$ cat config.mk
export PLATFORM = sky130hd
export DESIGN_NAME = mqtt_packet_framer_top
export DESIGN_NICKNAME = d
export VERILOG_FILES = /design/src/rtl/mpf_pkg.sv /design/src/rtl/mpf_front.sv /design/src/rtl/mpf_queue.sv /design/src/rtl/mpf_back.sv /design/src/rtl/mqtt_packet_framer_top.sv
export SDC_FILE = /design/constraint.sdc
export NUM_CORES = 1
export LEC_CHECK = 0
export ABC_AREA = 1
export BUFFER_PORTS_ARGS = -buffer_cell sky130_fd_sc_hd__buf_2
export CORE_ASPECT_RATIO = 1.25
export CORE_MARGIN = 1.5
export CORE_UTILIZATION = 63
export CTS_CLUSTER_DIAMETER = 40
export DETAILED_ROUTE_END_ITERATION = 16
export PLACE_DENSITY = 0.78
export SETUP_SLACK_MARGIN = 0.3
export SLEW_MARGIN = 0
export SYNTH_ARGS = -nofsm -noshare
export SYNTH_HDL_FRONTEND = slang
export SYNTH_SLANG_ARGS = --single-unit
$ cat constraint.sdc
create_clock -name clk_i -period 6.4 [get_ports clk_i]
set_input_delay 1.92 -clock clk_i [delete_from_list [all_inputs] [get_ports clk_i]]
set_output_delay 1.92 -clock clk_i [all_outputs]
set_load 0.01 [all_outputs]
$ cat src/rtl/mpf_pkg.sv
`timescale 1ns / 1ps
`default_nettype none

package mpf_pkg;

  // Message length field width in use; the port itself is 24 bits wide.
  localparam int unsigned MSG_LEN_BITS = 24;
  // Remaining-length sum: 2 + topic + 2 + message is given two bits of headroom.
  localparam int unsigned REM_BITS = ((MSG_LEN_BITS > 16) ? MSG_LEN_BITS : 16) + 2;

  // Output sequence steps, emitted from the lowest index up.
  localparam int unsigned STEP_TYPE = 0;
  localparam int unsigned STEP_REM  = 1;
  localparam int unsigned STEP_FIX0 = 2;
  localparam int unsigned STEP_FIX1 = 3;
  localparam int unsigned STEP_TLH  = 4;
  localparam int unsigned STEP_TLL  = 5;
  localparam int unsigned STEP_DATA = 6;
  localparam int unsigned STEP_IDH  = 7;
  localparam int unsigned STEP_IDL  = 8;
  localparam int unsigned STEP_QOS  = 9;
  localparam int unsigned STEP_ZERO = 10;
  localparam int unsigned NUM_STEPS = 11;

  localparam int unsigned QUEUE_DEPTH = 4;
  localparam int unsigned QPTR_W      = $clog2(QUEUE_DEPTH);

  localparam logic [7:0] TYPE_PUB   = 8'h30;
  localparam logic [7:0] TYPE_SUB   = 8'h82;
  localparam logic [7:0] TYPE_UNSUB = 8'hA2;
  localparam logic [7:0] TYPE_PING  = 8'hC0;
  localparam logic [7:0] TYPE_DISC  = 8'hE0;
  localparam logic [7:0] FIXED_IDENT_LSB = 8'h01;

  typedef enum logic [2:0] {
    FUNC_PUB   = 3'd0,
    FUNC_SUB   = 3'd1,
    FUNC_UNSUB = 3'd2,
    FUNC_PING  = 3'd3,
    FUNC_DISC  = 3'd4,
    FUNC_DATA  = 3'd5
  } func_e;

  typedef enum logic [3:0] {
    KIND_IDLE  = 4'b0001,
    KIND_PUB   = 4'b0010,
    KIND_SUB   = 4'b0100,
    KIND_UNSUB = 4'b1000
  } kind_e;

  // One classified transaction: which bytes to emit and their contents.
  typedef struct packed {
    logic [NUM_STEPS-1:0] mask;
    logic [7:0]           type_byte;
    logic [REM_BITS-1:0]  remlen;
    logic [15:0]          topic_len;
    logic [7:0]           data;
    logic [15:0]          ident;
    logic [1:0]           qos;
    logic                 close;
    logic                 err;
  } desc_t;

  typedef struct packed {
    logic  valid;
    desc_t desc;
  } queue_head_t;

endpackage

`default_nettype wire

$ cat src/rtl/mpf_front.sv
`timescale 1ns / 1ps
`default_nettype none

module mpf_front
  import mpf_pkg::*;
(
  input  wire logic        clk_i,
  input  wire logic        rst_ni,
  input  wire logic        valid_i,
  output logic             ready_o,
  input  wire logic [2:0]  func_i,
  input  wire logic [15:0] topic_len_i,
  input  wire logic [23:0] message_len_i,
  input  wire logic [1:0]  qos_i,
  input  wire logic [7:0]  data_byte_i,
  input  wire logic        queue_full_i,
  output logic             push_o,
  output desc_t            desc_o
);

  kind_e                   kind_q, kind_d;
  logic [15:0]             topic_left_q, topic_left_d;
  logic [MSG_LEN_BITS-1:0] message_left_q, message_left_d;
  logic [1:0]              held_qos_q, held_qos_d;
  logic [15:0]             packet_ident_q, packet_ident_d;
  logic                    accept;
  logic [MSG_LEN_BITS-1:0] mlen;
  func_e                   func;

  assign ready_o = !queue_full_i;
  assign accept  = valid_i && ready_o;
  assign mlen    = message_len_i[MSG_LEN_BITS-1:0];
  assign func    = func_e'(func_i);

  always_comb begin
    kind_d         = kind_q;
    topic_left_d   = topic_left_q;
    message_left_d = message_left_q;
    held_qos_d     = held_qos_q;
    packet_ident_d = packet_ident_q;
    desc_o         = '0;
    push_o         = 1'b0;
    desc_o.topic_len = topic_len_i;
    desc_o.ident     = packet_ident_q;
    desc_o.data      = data_byte_i;
    if (accept) begin
      unique case (func)
        FUNC_PUB: begin
          push_o         = 1'b1;
          held_qos_d     = qos_i;
          topic_left_d   = topic_len_i;
          message_left_d = mlen;
          desc_o.type_byte = TYPE_PUB | {5'b0, qos_i, 1'b0};
          desc_o.remlen = REM_BITS'(2) + REM_BITS'(topic_len_i)
                        + ((qos_i != 2'd0) ? REM_BITS'(2) : REM_BITS'(0))
                        + REM_BITS'(mlen);
          desc_o.mask[STEP_TYPE] = 1'b1;
          desc_o.mask[STEP_REM]  = 1'b1;
          desc_o.mask[STEP_TLH]  = 1'b1;
          desc_o.mask[STEP_TLL]  = 1'b1;
          kind_d = KIND_PUB;
          if (topic_len_i == 16'd0) begin
            if (qos_i != 2'd0) begin
              desc_o.mask[STEP_IDH] = 1'b1;
              desc_o.mask[STEP_IDL] = 1'b1;
              packet_ident_d = packet_ident_q + 16'd1;
            end
            if (mlen == '0) begin
              desc_o.close = 1'b1;
              kind_d       = KIND_IDLE;
            end
          end
        end
        FUNC_SUB, FUNC_UNSUB: begin
          push_o         = 1'b1;
          held_qos_d     = qos_i;
          topic_left_d   = topic_len_i;
          message_left_d = '0;
          desc_o.type_byte = (func == FUNC_SUB) ? TYPE_SUB : TYPE_UNSUB;
          desc_o.remlen = REM_BITS'(4) + REM_BITS'(topic_len_i)
                        + ((func == FUNC_SUB) ? REM_BITS'(1) : REM_BITS'(0));
          desc_o.mask[STEP_TYPE] = 1'b1;
          desc_o.mask[STEP_REM]  = 1'b1;
          desc_o.mask[STEP_FIX0] = 1'b1;
          desc_o.mask[STEP_FIX1] = 1'b1;
          desc_o.mask[STEP_TLH]  = 1'b1;
          desc_o.mask[STEP_TLL]  = 1'b1;
          desc_o.qos = qos_i;
          kind_d = (func == FUNC_SUB) ? KIND_SUB : KIND_UNSUB;
          if (topic_len_i == 16'd0) begin
            desc_o.mask[STEP_QOS] = (func == FUNC_SUB);
            desc_o.close = 1'b1;
            kind_d       = KIND_IDLE;
          end
        end
        FUNC_PING, FUNC_DISC: begin
          push_o         = 1'b1;
          kind_d         = KIND_IDLE;
          topic_left_d   = '0;
          message_left_d = '0;
          desc_o.type_byte = (func == FUNC_PING) ? TYPE_PING : TYPE_DISC;
          desc_o.mask[STEP_TYPE] = 1'b1;
          desc_o.mask[STEP_ZERO] = 1'b1;
          desc_o.close = 1'b1;
        end
        FUNC_DATA: begin
          push_o = 1'b1;
          desc_o.mask[STEP_DATA] = 1'b1;
          desc_o.qos = held_qos_q;
          priority if (kind_q == KIND_IDLE) begin
            // no packet open: flag an error byte
            desc_o.data  = '0;
            desc_o.close = 1'b1;
            desc_o.err   = 1'b1;
          end else if (topic_left_q != 16'd0) begin
            topic_left_d = topic_left_q - 16'd1;
            if (topic_left_q == 16'd1) begin
              // topic complete: append what follows it
              unique case (kind_q)
                KIND_PUB: begin
                  if (held_qos_q != 2'd0) begin
                    desc_o.mask[STEP_IDH] = 1'b1;
                    desc_o.mask[STEP_IDL] = 1'b1;
                    packet_ident_d = packet_ident_q + 16'd1;
                  end
                  if (message_left_q == '0) begin
                    desc_o.close = 1'b1;
                    kind_d       = KIND_IDLE;
                  end
                end
                KIND_SUB: begin
                  desc_o.mask[STEP_QOS] = 1'b1;
                  desc_o.close = 1'b1;
                  kind_d       = KIND_IDLE;
                end
                default: begin
                  desc_o.close = 1'b1;
                  kind_d       = KIND_IDLE;
                end
              endcase
            end
          end else begin
            message_left_d = message_left_q - MSG_LEN_BITS'(1);
            if (message_left_q == MSG_LEN_BITS'(1)) begin
              desc_o.close = 1'b1;
              kind_d       = KIND_IDLE;
            end
          end
        end
        default: ;
      endcase
    end
  end

  always_ff @(posedge clk_i or negedge rst_ni) begin
    if (!rst_ni) begin
      kind_q         <= KIND_IDLE;
      topic_left_q   <= '0;
      message_left_q <= '0;
      held_qos_q     <= '0;
      packet_ident_q <= '0;
    end else begin
      kind_q         <= kind_d;
      topic_left_q   <= topic_left_d;
      message_left_q <= message_left_d;
      held_qos_q     <= held_qos_d;
      packet_ident_q <= packet_ident_d;
    end
  end

`ifndef SYNTH
  a_push_not_empty: assert property (@(posedge clk_i) disable iff (!rst_ni)
    push_o |-> (desc_o.mask != '0))
    else $error("front pushed a transaction with no bytes");

  a_ident_step: assert property (@(posedge clk_i) disable iff (!rst_ni)
    (push_o && desc_o.mask[STEP_IDH]) |=> (packet_ident_q == $past(packet_ident_q) + 16'd1))
    else $error("packet identifier did not advance by one");
`endif

endmodule

`default_nettype wire

$ cat src/rtl/mpf_queue.sv
`timescale 1ns / 1ps
`default_nettype none

module mpf_queue
  import mpf_pkg::*;
(
  input  wire logic  clk_i,
  input  wire logic  rst_ni,
  input  wire logic  push_i,
  input  desc_t      desc_i,
  output logic       full_o,
  input  wire logic  pop_i,
  output queue_head_t head_o
);

  localparam int unsigned CNT_W = QPTR_W + 1;
  localparam logic [CNT_W-1:0] DEPTH_C = CNT_W'(QUEUE_DEPTH);

  desc_t              slot_q [QUEUE_DEPTH];
  logic [QPTR_W-1:0]  wr_ptr_q, rd_ptr_q;
  logic [CNT_W-1:0]   cnt_q, cnt_d;
  logic               do_push, do_pop;

  assign full_o        = (cnt_q == DEPTH_C);
  assign head_o.valid  = (cnt_q != '0);
  assign head_o.desc   = slot_q[rd_ptr_q];
  assign do_push       = push_i && !full_o;
  assign do_pop        = pop_i && head_o.valid;

  always_comb begin
    cnt_d = cnt_q;
    unique case ({do_push, do_pop})
      2'b10:   cnt_d = cnt_q + CNT_W'(1);
      2'b01:   cnt_d = cnt_q - CNT_W'(1);
      default: cnt_d = cnt_q;
    endcase
  end

  always_ff @(posedge clk_i) begin
    if (do_push) begin
      slot_q[wr_ptr_q] <= desc_i;
    end
  end

  always_ff @(posedge clk_i or negedge rst_ni) begin
    if (!rst_ni) begin
      wr_ptr_q <= '0;
      rd_ptr_q <= '0;
      cnt_q    <= '0;
    end else begin
      cnt_q <= cnt_d;
      if (do_push) begin
        wr_ptr_q <= wr_ptr_q + QPTR_W'(1);
      end
      if (do_pop) begin
        rd_ptr_q <= rd_ptr_q + QPTR_W'(1);
      end
    end
  end

`ifndef SYNTH
  a_count_bound: assert property (@(posedge clk_i) disable iff (!rst_ni)
    (cnt_q <= DEPTH_C) && (cnt_q[QPTR_W-1:0] == QPTR_W'(wr_ptr_q - rd_ptr_q)))
    else $error("queue count out of step with pointers");
`endif

endmodule

`default_nettype wire

$ cat src/rtl/mpf_back.sv
`timescale 1ns / 1ps
`default_nettype none

module mpf_back
  import mpf_pkg::*;
(
  input  wire logic  clk_i,
  input  wire logic  rst_ni,
  input  queue_head_t head_i,
  output logic       pop_o,
  output logic       valid_o,
  input  wire logic  ready_i,
  output logic [7:0] out_byte_o,
  output logic       last_o,
  output logic       error_o
);

  desc_t                work_q, work_d;
  logic [NUM_STEPS-1:0] cur_oh, mask_after;
  logic [REM_BITS-1:0]  rem_hi;
  logic                 rem_more;
  logic                 advance, load;
  logic [7:0]           byte_sel;
  logic                 valid_q, valid_d;
  logic [7:0]           byte_q, byte_d;
  logic                 last_q, last_d;
  logic                 err_q, err_d;

  assign advance  = (work_q.mask != '0) && (!valid_q || ready_i);
  assign cur_oh   = work_q.mask & (~work_q.mask + NUM_STEPS'(1));
  assign rem_hi   = work_q.remlen >> 7;
  assign rem_more = (rem_hi != '0);

  always_comb begin
    mask_after = work_q.mask & ~cur_oh;
    if (cur_oh[STEP_REM] && rem_more) begin
      mask_after[STEP_REM] = 1'b1;
    end
  end

  always_comb begin
    priority if (work_q.mask[STEP_TYPE]) byte_sel = work_q.type_byte;
    else if (work_q.mask[STEP_REM])      byte_sel = {rem_more, work_q.remlen[6:0]};
    else if (work_q.mask[STEP_FIX0])     byte_sel = 8'h00;
    else if (work_q.mask[STEP_FIX1])     byte_sel = FIXED_IDENT_LSB;
    else if (work_q.mask[STEP_TLH])      byte_sel = work_q.topic_len[15:8];
    else if (work_q.mask[STEP_TLL])      byte_sel = work_q.topic_len[7:0];
    else if (work_q.mask[STEP_DATA])     byte_sel = work_q.data;
    else if (work_q.mask[STEP_IDH])      byte_sel = work_q.ident[15:8];
    else if (work_q.mask[STEP_IDL])      byte_sel = work_q.ident[7:0];
    else if (work_q.mask[STEP_QOS])      byte_sel = {6'b0, work_q.qos};
    else                                 byte_sel = 8'h00;
  end

  // Take the next transaction once the current one empties.
  assign load  = head_i.valid && ((work_q.mask == '0) || (advance && (mask_after == '0)));
  assign pop_o = load;

  always_comb begin
    work_d  = work_q;
    valid_d = valid_q;
    byte_d  = byte_q;
    last_d  = last_q;
    err_d   = err_q;
    if (advance) begin
      valid_d = 1'b1;
      byte_d  = byte_sel;
      last_d  = work_q.close && (mask_after == '0);
      err_d   = work_q.err;
    end else if (ready_i) begin
      valid_d = 1'b0;
    end
    if (load) begin
      work_d = head_i.desc;
    end else if (advance) begin
      work_d.mask = mask_after;
      if (cur_oh[STEP_REM]) begin
        work_d.remlen = rem_hi;
      end
    end
  end

  always_ff @(posedge clk_i or negedge rst_ni) begin
    if (!rst_ni) begin
      work_q  <= '0;
      valid_q <= 1'b0;
    end else begin
      work_q  <= work_d;
      valid_q <= valid_d;
    end
  end

  always_ff @(posedge clk_i) begin
    byte_q <= byte_d;
    last_q <= last_d;
    err_q  <= err_d;
  end

  assign valid_o    = valid_q;
  assign out_byte_o = byte_q;
  assign last_o     = last_q;
  assign error_o    = err_q;

`ifndef SYNTH
  a_err_is_last: assert property (@(posedge clk_i) disable iff (!rst_ni)
    valid_o |-> (!error_o || (last_o && (out_byte_o == 8'h00))))
    else $error("error byte not flagged last or not zero");
`endif

endmodule

`default_nettype wire

$ cat src/rtl/mqtt_packet_framer_top.sv
// Throughput: one output byte per cycle while m_axis_tready is high, set by the back-end byte
// sequencer; a data item yields 1 to 3 bytes (identifier or QoS byte after the final topic
// byte), a start item 2 to 9 bytes (one per header byte). A 4-entry queue decouples input
// from byte emission. Each byte passes the queue slot, work_q and then byte_q.
// Reset (rst_ni low, asynchronous) closes any open packet and clears the identifier.
`timescale 1ns / 1ps
`default_nettype none

module mqtt_packet_framer_top
  import mpf_pkg::*;
(
  input  wire logic        clk_i,
  input  wire logic        rst_ni,
  // Input stream
  input  wire logic        s_axis_tvalid,
  output logic             s_axis_tready,
  // [15:0] topic_len, [39:16] message_len, [41:40] qos, [49:42] data_byte, [55:50] zero
  input  wire logic [55:0] s_axis_tdata,
  // [2:0] func
  input  wire logic [2:0]  s_axis_tuser,
  // Output stream
  output logic             m_axis_tvalid,
  input  wire logic        m_axis_tready,
  // [7:0] out_byte
  output logic [7:0]       m_axis_tdata,
  output logic             m_axis_tlast,
  // [0] error
  output logic             m_axis_tuser
);

  logic        queue_full;
  logic        push;
  desc_t       push_desc;
  logic        pop;
  queue_head_t head;

  // Front: accept items, track the open packet, classify into one transaction.
  mpf_front u_front (
    .clk_i        (clk_i),
    .rst_ni       (rst_ni),
    .valid_i      (s_axis_tvalid),
    .ready_o      (s_axis_tready),
    .func_i       (s_axis_tuser),
    .topic_len_i  (s_axis_tdata[15:0]),
    .message_len_i(s_axis_tdata[39:16]),
    .qos_i        (s_axis_tdata[41:40]),
    .data_byte_i  (s_axis_tdata[49:42]),
    .queue_full_i (queue_full),
    .push_o       (push),
    .desc_o       (push_desc)
  );

  // Queue: hold classified transactions while the back end is busy.
  mpf_queue u_queue (
    .clk_i (clk_i),
    .rst_ni(rst_ni),
    .push_i(push),
    .desc_i(push_desc),
    .full_o(queue_full),
    .pop_i (pop),
    .head_o(head)
  );

  // Back: expand each transaction into bytes through a registered output stage.
  mpf_back u_back (
    .clk_i     (clk_i),
    .rst_ni    (rst_ni),
    .head_i    (head),
    .pop_o     (pop),
    .valid_o   (m_axis_tvalid),
    .ready_i   (m_axis_tready),
    .out_byte_o(m_axis_tdata),
    .last_o    (m_axis_tlast),
    .error_o   (m_axis_tuser)
  );

endmodule

`default_nettype wire
==> impl_metrics.json, run 1 <==
{
  "status": "finished clean",
  "p_per_area_nw_per_um2": 440,
  "start_util": 0.641,
  "fin_crit_sh": 0.818,
  "tightest_slew_ns": 1.02,
  "synth_warnings": 0,
  "ioPinCount": 75,
  "die_w_um": 177,
  "arrival_ns": 5.59,
  "required_ns": 6.75,
  "slew_viol_final": 0,
  "clkPwrFrac": 0.251,
  "cts.sinks": 494,
  "yosysTopAreaCell": "edfxtp_1",
  "ys_types": 57,
  "netlist_instances": 2494,
  "grt_max_degree": 98,
  "grt_pass1_vias": 17916,
  "wl_per_cell_um": 20.2,
  "track_usage": 0.322,
  "grt_first_pass_wirelength_um": 96400,
  "avgSynthCellArea_um2": 9.58,
  "final_cell_mix": "nand2_1 (446), edfxtp_1 (338), nor2_1 (327), o21ai_0 (295), inv_1 (208)",
  "drt-total-wl_um": 61800,
  "layout_commonest_cell": "nand2_1",
  "setup_viol": 0,
  "max-clock-path-buffers": 3,
  "rsz0062_at_grt": "false",
  "post_route_cells_drive_above_1_share": 0.0913,
  "vias": 18642,
  "viasPerCell": 6.09,
  "cp_max_fo": 12,
  "dp_hpwl_um": 40700,
  "antenna_left": 0,
  "core_area_um2": 37300,
  "area_delta_synth_final_pct": 10.0,
  "antenna_found_initial": 1,
  "p_leak_nw": 10.6,
  "die_area_um2": 39100,
  "n_fill_cell": 2720,
  "start_kind": "primary input",
  "power.internal_w": 0.00707,
  "synth_area_leaders": "edfxtp_1 (42%), dfrtp_1 (16%), nand2_1 (7.0%)",
  "maxCapViolations": 0,
  "switchingPower_w": 0.00448,
  "gp_routability_congestion": 0.939,
  "max_slew_margin": 0.319,
  "dp.cells": 2963,
  "vdd_drop_max_mv": 0.318,
  "overflow": 0,
  "combPwrFrac": 0.333,
  "path_clk_slew_ns": 0.06,
  "p_sw_frac": 0.388,
  "synth_seq_cells": 494,
  "worstSkewPairLatency_ns": 0.58,
  "syn-num-nets": 2610,
  "route.detailed.drc": 0,
  "whs_ns": 0.480,
  "post_cts_buffers": 0,
  "synth_seq_area_share": 0.588,
  "h-tree-depth": 2,
  "hold_viol_final": 0,
  "cts.repair.resized": 0,
  "dr.pass1.iters": 8,
  "syn_area_um2": 23900,
  "dieHeight_um": 221,
  "initialDrtViolationCount": 1846,
  "tns_ns": 0,
  "cts_inserted_buffers": 51,
  "ctsHoldBuffers": 0,
  "sequentialPowerShare": 0.416,
  "port-buffer-count": 68,
  "fmax_mhz": 191,
  "fin_crit_ns": 5.24,
  "synthDominantCellAreaShare": 0.425,
  "cts_tree": "built",
  "cp-end-kind": "register",
  "crit_type": "primary input to register",
  "fin_skew_ns": 0.0284,
  "root_buffer": "clkbuf_16",
  "final_cells": 3060,
  "hold_path_class": "register to register",
  "nNetsFinal": 2646,
  "row_count": 79
}
[metrics by stage]
stage / setup WS [ns] / power [W] / utilization / area (um2)
after detailed placement: 0.605 / 0.00866 / 0.661 / 24600
after CTS: 1.18 / 0.0116 / 0.705 / 26300
after global routing: 0.688 / 0.0123 / 0.705 / 26300
after floorplan: 0.0377 / 0.00752 / - / 23900
after global placement: 0.665 / 0.00849 / 0.661 / 24600
final: 1.16 / 0.0116 / 0.705 / 26300
[power by group through the flow]
stage                     Combinational, W  Clock, W  Sequential [W]
after CTS                          0.00384   0.00292         0.00480
after floorplan                    0.00286         0         0.00466
final                              0.00385   0.00290         0.00481
after global routing               0.00432   0.00306         0.00488
after global placement             0.00367         0         0.00482
after detailed placement           0.00381         0         0.00485
[routing by layer]
layer | track usage | up-vias | share of wire | wire, um
li1 | - | 8689 | - | -
met1 | 0.429 | 9061 | 0.40 | 24900
met4 | 0.130 | 2 | 0.040 | 2470
met5 | 0 | - | 0.00021 | 13
met3 | 0.0397 | 153 | 0.071 | 4380
met2 | 0.540 | 737 | 0.49 | 30000
[cells by family after synthesis]
kind of cell | synth area share
simple gates | 0.177
compound gates | 0.135
flops | 0.588
buf+inv | 0.0555
fa+ha+maj | 0.0287
xor+xnor | 0.0150
mux | 0.000419
[cell type report]
| type | instances | area [um2] | share of cell area |
|---|---|---|---|
| Sequential cell | 494 | 14100 | 0.535 |
| Multi-Input combinational cell | 1676 | 8550 | 0.325 |
| Clock buffer | 69 | 1470 | 0.0558 |
| Inverter | 217 | 820 | 0.0312 |
| Tap cell | 486 | 608 | 0.0231 |
| Timing Repair Buffer | 90 | 587 | 0.0223 |
| Clock inverter | 27 | 198 | 0.00752 |
| Antenna cell | 1 | 2.50 | 0.0000952 |
[state kept, by name (all words and copies together), names as in the netlist, 3 cells and up]
name	count
u_back.work_q	68
u_front.message_left_q	24
u_front.kind_q	4
u_back.out_byte_o	8
u_front.packet_ident_q	16
u_front.topic_left_q	16
u_queue.cnt_q	3
u_back.rem_hi	18
u_queue.slot_q	328
[cells in the mapped netlist, drive strengths merged]
cell	n
nand4	20
a32o	1
a22oi	21
a21oi	103
a31oi	3
ha	50
o211ai	8
dfstp	1
o22a	2
nor3	22
a32oi	4
nor4	14
edfxtp	338
o21ai	314
and2	3
o221ai	4
clkinv	3
inv	214
a21o	6
o32ai	7
o22ai	95
nor3b	2
nand3b	3
xor2	33
nor2	337
buf	32
a21boi	1
nand2	461
mux2i	1
clkbuf	75
o21a	1
dfrtp	155
o21bai	2
xnor2	8
a221oi	1
nand3	132
fa	3
or2	11
a22o	3
[critical path, cell delays in order]
cell     delay, ns
buf_2         0.25
ha_1          0.22
nand2_1       0.11
nor2_2        0.30
nand2_1       0.08
o21ai_0       0.24
nand2_1       0.16
o21ai_0       0.33
inv_1         0.09
ha_1          0.28
ha_1          0.36
a21oi_1       0.21
o21ai_0       0.10
a21oi_1       0.12
o21ai_0       0.15
a21oi_1       0.23
inv_1         0.08
nand2_1       0.06
nand2_1       0.04
nor2_1        0.25
[worst paths after layout]
check | slack (ns) | to | cells past startpoint | start
min | 0.48 | u_back.error_o$_DFFE_PP_ | 0 | u_back.work_q[0]$_DFFE_PN0N_
max reg2reg | 3.00 | u_front.message_left_q[7]$_DFFE_PN0P_ | 14 | u_front.topic_left_q[0]$_DFFE_PN0P_
min in group asynchronous | 1.35 | u_front.message_left_q[15]$_DFFE_PN0P_ | 1 | rst_ni
max | 1.16 | u_queue.slot_q[0][63]$_DFFE_PP_ | 20 | s_axis_tdata[3]
min reg2reg | 0.48 | u_back.error_o$_DFFE_PP_ | 0 | u_back.work_q[0]$_DFFE_PN0N_
max in group asynchronous | 4.05 | u_back.work_q[86]$_DFFE_PN0P_ | 2 | rst_ni
Power figures use the tool's default switching activity.
==> inputs of run 2 (changes only) <==
ABC_AREA = 0   (was 1)
CORE_UTILIZATION = 56   (was 63)
PLACE_DENSITY = 0.73   (was 0.78)
clock period = 4.4 ns   (was 6.4 ns; I/O delays follow)
==> impl_metrics.json, run 2 <==
{
  "status": "finished clean",
  "post_route_cells_drive_above_1_share": 0.229,
  "hold_path_class": "register to register",
  "tightest_slew_ns": 0.952,
  "root_buffer": "clkbuf_16",
  "synthDominantCellAreaShare": 0.449,
  "viasPerCell": 6.26,
  "synth_seq_cells": 494,
  "syn-num-nets": 1744,
  "slew_viol_final": 0,
  "layout_commonest_cell": "edfxtp_1",
  "antenna_found_initial": 1,
  "h-tree-depth": 2,
  "required_ns": 4.74,
  "n_fill_cell": 2744,
  "synthFlopType": "edfxtp_1",
  "arrival_ns": 4.28,
  "row_count": 82,
  "dr.pass1.iters": 6,
  "die_area_um2": 41600,
  "synth_warnings": 0,
  "cp-end-kind": "register",
  "p_leak_nw": 9.88,
  "fin_skew_ns": 0.0284,
  "path_buf_inv": 4,
  "path_clk_slew_ns": 0.06,
  "multi_input_area_um2": 8200,
  "ctsHoldBuffers": 0,
  "port-buffer-count": 68,
  "antenna_left": 0,
  "die_w_um": 183,
  "synth_common_cells": "edfxtp_1 (338), dfrtp_1 (155), o21ai_0 (123)",
  "nNetsFinal": 1888,
  "vdd_drop_max_mv": 0.583,
  "rsz0062_at_grt": "true",
  "avgSynthCellArea_um2": 13.9,
  "synth_area_leaders": "edfxtp_1 (45%), dfrtp_1 (17%), mux4_2 (8.2%)",
  "reg.largest.list": "u_queue.slot_q: 328 flops, u_back.work_q: 68 flops, u_front.message_left_q: 24 flops",
  "cts_inserted_buffers": 52,
  "path_delay_family": "adder cells",
  "overflow": 0,
  "yosysTopAreaCell": "edfxtp_1",
  "seq_area_um2": 14100,
  "synth_seq_area_share": 0.622,
  "track_usage": 0.269,
  "whs_ns": 0.441,
  "grt_pass1_vias": 14706,
  "start_util": 0.566,
  "worstSkewPairLatency_ns": 0.59,
  "dp_hpwl_um": 35600,
  "ioPinCount": 75,
  "gp_routability_congestion": 0.931,
  "largest_reg_flops": 328,
  "grt_max_degree": 103,
  "start_kind": "primary input",
  "fmax_mhz": 254,
  "largest_register": "u_queue.slot_q",
  "slowest_stage": "ha_1",
  "maxCapViolations": 0,
  "crit_chain": "buf_2, buf_4, ha_1, buf_4, xor2_1, ha_1, ha_1, nor2b_1, o21ai_0, a21oi_1, buf_4, o2111a_2, o21ai_0, xor2_1, nor2_1",
  "fin_crit_ns": 3.94,
  "cts_tree": "built",
  "dpl-instance-area_um2": 24200,
  "drt-total-wl_um": 54100,
  "synth_enable_flop_cells": 338,
  "hold_viol_final": 0,
  "final_cell_mix": "edfxtp_1 (338), dfrtp_1 (153), o21ai_0 (120), nand2_1 (109), nor2_1 (98)",
  "fin_crit_sh": 0.895,
  "p_per_area_nw_per_um2": 600,
  "vias": 14525,
  "core_area_um2": 39900,
  "max_slew_margin": 0.357,
  "area_delta_synth_final_pct": 15.5,
  "dieHeight_um": 228,
  "wl_per_cell_um": 23.3,
  "initialDrtViolationCount": 1366,
  "cts.sinks": 494,
  "syn_area_um2": 22600,
  "cp_max_fo": 9,
  "grt_first_pass_wirelength_um": 84600,
  "max-clock-path-buffers": 3,
  "crit_type": "primary input to register",
  "async_reset_ff_frac": 0.316,
  "synth_most_common_cell": "edfxtp_1",
  "final_area_um2": 26100,
  "ys_types": 69,
  "route.detailed.drc": 0,
  "netlist_instances": 1628,
  "setup_viol": 0,
  "crit_path_max_incr_delay_ns": 0.33
}
## run 2: cell types whose count changed after synthesis, sizes merged, moves of 13 or more
cell / before / now
o21ai: 314 / 123
clkbuf: 75 / 62
nor2: 337 / 101
o22ai: 95 / 19
a21oi: 103 / 61
nand3: 132 / 32
mux2: 0 / 63
xnor2: 8 / 44
nor2b: 0 / 13
buf: 32 / 17
nand2: 461 / 111
and2: 3 / 22
inv: 214 / 42
mux4: 0 / 82
## run 2: cell type report
cell class | count | area share
clock buffer | 59 | 0.0520
tap | 504 | 0.0242
sequential | 494 | 0.539
antenna | 1 | 0.0000959
inverter | 42 | 0.00604
clock inverter | 39 | 0.0194
multi-input combinational | 1013 | 0.314
timing repair buffer | 169 | 0.0457
## run 2: routing by layer
layer / up-vias / global-route usage / wire length [um]
li1: 6548 / - / -
met1: 7325 / 0.355 / 22200
met2: 537 / 0.458 / 26800
met3: 115 / 0.0360 / 3100
met4: 0 / 0.103 / 1990
met5: - / 0 / 0
## run 2: kinds of logic after synthesis
kind of cell	Yosys count	share of synthesized area
muxes	158	0.119
AOI/OAI and AO/OA	323	0.0892
DFF	494	0.622
and+or+nand+nor	402	0.0872
xor gates and xnor gates	74	0.0287
adders and majority gates	56	0.0317
buffers and inverters	121	0.0229
## run 2: where the power goes
| group | leakage, nW | internal [W] | switching, W |
|---|---|---|---|
| registers | 5.13 | 0.00606 | 0.000834 |
| logic | 3.85 | 0.00190 | 0.00223 |
| clock network | 0.900 | 0.00270 | 0.00193 |
## run 2: repair_timing
| item | in CTS | in global routing |
|---|---|---|
| buffers inserted | 0 | 2 |
| gates resized for setup | 0 | 6 |
| endpoints found under the setup margin | 0 | 36 |
| endpoints found under the hold margin | 0 | 0 |
## run 2: per-stage QoR
step | TNS (ns) | setup slack [ns] | utilization | total power [W] | cells
2_1_floorplan | 0 | 0.291 | - | 0.00965 | 1628
3_3_place_gp | -3.30 | -0.167 | 0.606 | 0.0109 | 2220
3_5_place_dp | -5.01 | -0.224 | 0.606 | 0.0110 | 2220
4_1_cts | 0 | 0.368 | 0.653 | 0.0157 | 2318
5_1_grt | 0 | 0.273 | 0.654 | 0.0164 | 2320
6_report | 0 | 0.461 | 0.654 | 0.0157 | 2321
## run 2: path summary, 6_finish.rpt
kind,from,cells after the start,endpoint,slack [ns]
worst max register to register,u_back.work_q[79]$_DFFE_PN0P_,11,u_queue.cnt_q[2]$_DFFE_PN0P_,0.67
max in group asynchronous,rst_ni,2,u_front.topic_left_q[6]$_DFFE_PN0P_,2.75
worst max-delay path,s_axis_tdata[2],15,u_queue.slot_q[0][61]$_DFFE_PP_,0.46
worst min register to register,u_back.work_q[0]$_DFFE_PN0N_,0,u_back.error_o$_DFFE_PP_,0.44
min in group asynchronous,rst_ni,1,u_front.message_left_q[18]$_DFFE_PN0P_,0.71
worst min-delay path,u_back.work_q[0]$_DFFE_PN0N_,0,u_back.error_o$_DFFE_PP_,0.44
